`config.mk`:
```
export PLATFORM = sky130hd
export DESIGN_NAME = hsc_ratio_pipe
export DESIGN_NICKNAME = d
export VERILOG_FILES = /design/src/hw/rtl/hsc_pkg.sv /design/src/hw/rtl/hsc_ratio_pipe.sv
export SDC_FILE = /design/constraint.sdc
export NUM_CORES = 2
export LEC_CHECK = 0
export ABC_CLOCK_PERIOD_IN_PS = 7500
export BUFFER_PORTS_ARGS = -buffer_cell sky130_fd_sc_hd__buf_2
export CAP_MARGIN = 15
export CORE_UTILIZATION = 60
export CTS_CLUSTER_SIZE = 40
export DETAILED_ROUTE_END_ITERATION = 8
export HOLD_SLACK_MARGIN = 0.02
export PLACE_DENSITY = 0.85
export SKIP_CTS_REPAIR_TIMING = 1
export SYNTH_ARGS = -nofsm -noshare
export SYNTH_HDL_FRONTEND = slang
export SYNTH_SLANG_ARGS = --single-unit
export TNS_END_PERCENT = 50
```
`constraint.sdc`:
```
create_clock -name clock -period 7.5 [get_ports clock]
set_input_delay 0.75 -clock clock [delete_from_list [all_inputs] [get_ports clock]]
set_output_delay 0.75 -clock clock [all_outputs]
set_load 0.03 [all_outputs]
```
`src/hw/rtl/hsc_pkg.sv`:
```
// hsc_pkg: widths, item types and per-plane helpers for the homogeneous segment clipper
// depends on nothing; imported by hsc_ratio_pipe and homogeneous_segment_clipper
`default_nettype none

package hsc_pkg;

   localparam int COORD_W      = 32;
   localparam int T_BITS       = 32;
   localparam int T_W          = T_BITS + 1;
   localparam int DIFF_W       = COORD_W + 1;
   localparam int DEN_W        = COORD_W + 2;
   localparam int MAG_W        = COORD_W + 1;
   localparam int HI_W         = MAG_W - T_BITS;
   localparam int PROD_W       = MAG_W + 1;
   localparam int RES_W        = COORD_W + 3;
   localparam int N_COORD      = 4;
   localparam int W_IDX        = 3;
   localparam int N_PLANE      = 6;
   localparam int DIV_STEP     = 2;
   localparam int DIV_STAGES   = T_BITS / DIV_STEP;
   localparam int PL_PER_STAGE = 2;
   localparam int COMB_STAGES  = N_PLANE / PL_PER_STAGE;
   localparam int PIPE_DEPTH   = 3 + DIV_STAGES + COMB_STAGES + 3;

   typedef logic signed [COORD_W-1:0] coord_type;
   typedef logic [T_W-1:0] tpar_type;

   localparam tpar_type T_ONE = {1'b1, {T_BITS{1'b0}}};

   localparam logic signed [RES_W-1:0] COORD_MAX_R =
      RES_W'({1'b0, {(COORD_W-1){1'b1}}});
   localparam logic signed [RES_W-1:0] COORD_MIN_R =
      -COORD_MAX_R - RES_W'(1);

   typedef enum logic [1:0] {
      PL_SKIP,
      PL_REJECT,
      PL_ENTER,
      PL_LEAVE
   } plane_kind_type;

   typedef struct packed {
      plane_kind_type kind;
      logic           full;
   } plane_ctl_type;

   typedef struct packed {
      logic     ok;
      tpar_type t0;
      tpar_type t1;
   } clip_state_type;

   typedef struct packed {
      logic                                  trivial;
      coord_type [N_COORD-1:0]               a;
      coord_type [N_COORD-1:0]               b;
      logic      [N_COORD-1:0][MAG_W-1:0]    m;
      logic      [N_COORD-1:0]               neg;
      plane_ctl_type [N_PLANE-1:0]           ctl;
   } seg_side_type;

   typedef struct packed {
      clip_state_type           st;
      tpar_type [N_PLANE-1:0]   r;
      seg_side_type             side;
   } clip_stage_type;

   function automatic clip_state_type apply_plane(clip_state_type s, plane_ctl_type c,
                                                  tpar_type r);
      clip_state_type o;
      o = s;
      if (s.ok) begin
         unique case (c.kind)
            PL_SKIP: begin
               o = s;
            end
            PL_REJECT: begin
               o.ok = 1'b0;
            end
            PL_ENTER: begin
               if (r > s.t1) o.ok = 1'b0;
               else if (r > s.t0) o.t0 = r;
            end
            PL_LEAVE: begin
               if (r < s.t0) o.ok = 1'b0;
               else if (r < s.t1) o.t1 = r;
            end
         endcase
      end
      return o;
   endfunction

   function automatic coord_type sat_coord(logic signed [RES_W-1:0] v);
      coord_type o;
      if (v > COORD_MAX_R) o = COORD_MAX_R[COORD_W-1:0];
      else if (v < COORD_MIN_R) o = COORD_MIN_R[COORD_W-1:0];
      else o = v[COORD_W-1:0];
      return o;
   endfunction

endpackage

`default_nettype wire

```
`src/hw/rtl/hsc_ratio_pipe.sv`:
```
// hsc_ratio_pipe: pipelined restoring divider, floor(num * 2^T_BITS / den) for num < den
// depends on hsc_pkg; DIV_STEP quotient bits per register stage
`default_nettype none

module hsc_ratio_pipe (
   input  logic                         clock,
   input  logic                         adv,
   input  logic [hsc_pkg::DEN_W-1:0]    num,
   input  logic [hsc_pkg::DEN_W-1:0]    den,
   output logic [hsc_pkg::T_BITS-1:0]   quo
);
   import hsc_pkg::*;

   logic [DEN_W-1:0]  rem_src [DIV_STAGES];
   logic [DEN_W-1:0]  den_src [DIV_STAGES];
   logic [T_BITS-1:0] quo_src [DIV_STAGES];
   logic [DEN_W-1:0]  rem_in  [DIV_STAGES];
   logic [T_BITS-1:0] quo_in  [DIV_STAGES];
   logic [DEN_W-1:0]  rem_ff  [DIV_STAGES];
   logic [DEN_W-1:0]  den_ff  [DIV_STAGES];
   logic [T_BITS-1:0] quo_ff  [DIV_STAGES];

   for (genvar s = 0; s < DIV_STAGES; s++) begin : g_stage
      if (s == 0) begin : g_first
         assign rem_src[s] = num;
         assign den_src[s] = den;
         assign quo_src[s] = '0;
      end else begin : g_next
         assign rem_src[s] = rem_ff[s-1];
         assign den_src[s] = den_ff[s-1];
         assign quo_src[s] = quo_ff[s-1];
      end

      always_comb begin
         logic [DEN_W-1:0]  r;
         logic [DEN_W:0]    r2;
         logic [T_BITS-1:0] qq;
         r  = rem_src[s];
         qq = quo_src[s];
         r2 = '0;
         for (int k = 0; k < DIV_STEP; k++) begin
            r2 = {r, 1'b0};
            if (r2 >= {1'b0, den_src[s]}) begin
               r2 = r2 - {1'b0, den_src[s]};
               qq = {qq[T_BITS-2:0], 1'b1};
            end else begin
               qq = {qq[T_BITS-2:0], 1'b0};
            end
            r = r2[DEN_W-1:0];
         end
         rem_in[s] = r;
         quo_in[s] = qq;
      end

      always_ff @(posedge clock) begin
         if (adv) begin
            rem_ff[s] <= rem_in[s];
            den_ff[s] <= den_src[s];
            quo_ff[s] <= quo_in[s];
         end
      end
   end

   assign quo = quo_ff[DIV_STAGES-1];

endmodule

`default_nettype wire
```
==> metrics.txt <==
outcome complete, no violations; most numerous cell in the Yosys netlist edfxtp_1; CTS HTree Levels 4; clk_lat worst skew 0.83 ns; core area 0.1738 sq mm; fmax 0.1365 GHz; Max Root-Sink Buffers 3; post-route ant nets 0; Net Count, Synth 12040; cells after synthesis 10890; top cell type by total area after synthesis edfxtp_1; TritonCTS Buffers 147; Seq/Total Area, Yosys 0.3694; gpl congestion 1.004; final period utilization 0.9769; Final Hold Fails 0; layout cells sized above 1 0.1064; pre-CTS WS 0.07333 ns; CP Buf/Inv Count 2; IO Port Bufs 101; total of max-cap violations 0; CP cell instances inv_1 -> ha_1 -> nor2b_1 -> o211ai_1 -> and3_1 -> o21ai_1 -> a2111o_1 -> a21oi_1 -> o31ai_2 -> and2_4 -> buf_4 -> mux2_2 -> ha_1 -> nand2_1 -> o21bai_1 -> a21oi_1 -> o21ai_0 -> nand2_1 -> o31ai_1 -> o31a_1 -> o41ai_1 -> o31ai_1 -> xnor2_1 -> mux2_2; Final Max Slew Viols 0; largest net degree at the start of global routing 176; Crit-path slowest cell edfxtp_1; Final Skew 0.02800 ns; DRC 0; most instantiated cells after synthesis edfxtp_1, ha_1, a21oi_1; Yosys warning total 0; Slew HR 0.2225; Post-synth EDFFs 1292; Post-Route WL 305900 um; clock root cell clkbuf_16; Req. time, crit path 8.07 ns; via count 86340; setup TNS 0 ns; all-layer global routing usage 0.3388; initial core utilization 0.6042; Post-synth top flop edfxtp_1; Worst-path clk slew 0.06 ns; CTS tree built; FFs w/ async S/R, synth 0; top cells by area, synth edfxtp_1, ha_1, mux2_2, a21oi_1, xnor2_1; top-area cell type share of the netlist area 0.3694; worst-margin pin slew 1.137 ns; CTS Sinks 1292; post-synthesis cell area 0.1050 sq mm; GR Overflow Total 0; Vias/cell 6.386; syn_area_per_cell 9.648 sq um; CP Launch Type flop; Yosys cell types 100; I/O pin cnt 102; Layout area overhead 8.728%; Seq cells post-synth 1292; unrepaired setup endpoints after global routing false; global-route wire length before repair 466100 um; Iter 0 DRT Violations 8153; Setup violations, final 0; Final min period 7.327 ns; Worst Path Max Fanout 21; DR pass1 iterations 6; fin nets 12230; arrival time at the worst endpoint 7.90 ns; initial antenna violation count 6; PnR worst setup slack 0.1731 ns; CP peak stage delay 0.66 ns; die height 420.4 um; vias in the first global route 83030; HPWL Detailed 241700 um; number of core rows 153; WL per Instance 22.62 um; Min-Delay Path Class in2reg; die area 0.1767 sq mm; CP Capture Type flop; Top delay family on crit path compound AO/OA/AOI/OAI gates; Crit Path Class reg2reg; die width 420.4 um
[sequential cells by signal, summed over array words and instances (netlist names)]
register,flops
quo_ff,272
den_ff,510
rem_ff,510
[placed cells by master (no fill, tap or decap), types with 139 or more instances in the layout]
cell type / Yosys / final
o21bai_1: 159 / 159
nor3_1: 174 / 173
mux2_2: 565 / 565
o21a_1: 149 / 149
clkbuf_16: 0 / 149
o21ai_0: 592 / 591
a21oi_1: 1067 / 1064
nor2_1: 745 / 745
buf_4: 3 / 139
ha_1: 1072 / 1072
nand2_1: 728 / 728
inv_1: 835 / 835
edfxtp_1: 1292 / 1292
a21o_1: 544 / 544
nand2b_1: 139 / 139
xnor2_1: 581 / 581
nand3_1: 214 / 213
xor2_1: 292 / 292
[path summary, 6_finish.rpt]
path / end / depth (start not counted) / startpoint / slack (ns)
min reg2reg: quo_ff[0][227] / 0 / quo_ff[0][193] / 0.40
min: den_ff[0][27] / 1 / den[27] / 0.11
max reg2reg: rem_ff[1][25] / 24 / den_ff[0][239] / 0.17
max: rem_ff[1][25] / 24 / den_ff[0][239] / 0.17
[layer usage]
metal / vias to the layer above / wire (um) / GRT usage
met5: - / 0 / 0
met2: 3443 / 144100 / 0.5679
met1: 41030 / 121100 / 0.4083
met3: 974 / 19120 / 0.04733
li1: 40890 / - / -
met4: 0 / 21600 / 0.2174
[worst register-to-register path, cell delays in order (launching register included)]
cell	delay, ns
edfxtp_1	0.66
inv_1	0.19
ha_1	0.33
nor2b_1	0.19
o211ai_1	0.12
and3_1	0.18
o21ai_1	0.42
a2111o_1	0.30
a21oi_1	0.15
o31ai_2	0.40
and2_4	0.45
buf_4	0.27
mux2_2	0.36
ha_1	0.32
nand2_1	0.14
o21bai_1	0.14
a21oi_1	0.11
o21ai_0	0.45
nand2_1	0.17
o31ai_1	0.54
o31a_1	0.34
o41ai_1	0.17
o31ai_1	0.32
xnor2_1	0.10
mux2_2	0.26
[cell families (layout without fill, tap and decap cells)]
kind of cell / Yosys count / count (layout) / share of synthesized area
AOI/OAI and AO/OA: 3305 / 3305 / 0.2021
and+or+nand+nor: 2635 / 2635 / 0.1190
DFF: 1292 / 1292 / 0.3694
adders and majority gates: 1088 / 1088 / 0.1308
buffers and inverters: 1066 / 1373 / 0.03919
xor gates and xnor gates: 873 / 873 / 0.07280
muxes: 627 / 627 / 0.06668
other: 0 / 3 / 0
[metrics by stage]
stage / cell area [sq um] / std cells / utilization / hold WS [ns]
after floorplan: 105000 / 10890 / - / 0.4003
after global placement: 109100 / 13250 / 0.6278 / 0.4001
after detailed placement: 109100 / 13250 / 0.6278 / 0.4045
after CTS: 114100 / 13520 / 0.6566 / 0.06930
after global routing: 114200 / 13520 / 0.6569 / 0.1022
final: 114200 / 13520 / 0.6570 / 0.1107
[final cells by class]
cell class / instances / area, sq um
Antenna cell: 3 / 7.507
Multi-Input combinational cell: 8528 / 62270
Sequential cell: 1292 / 38800
Fill cell: 13860 / 59630
Clock inverter: 99 / 1209
Tap cell: 2325 / 2909
Timing Repair Buffer: 264 / 2044
Clock buffer: 167 / 3796
Inverter: 843 / 3164
Power is not shown: default switching activity piles up to over one toggle a cycle in this logic, so the estimate is an artifact.
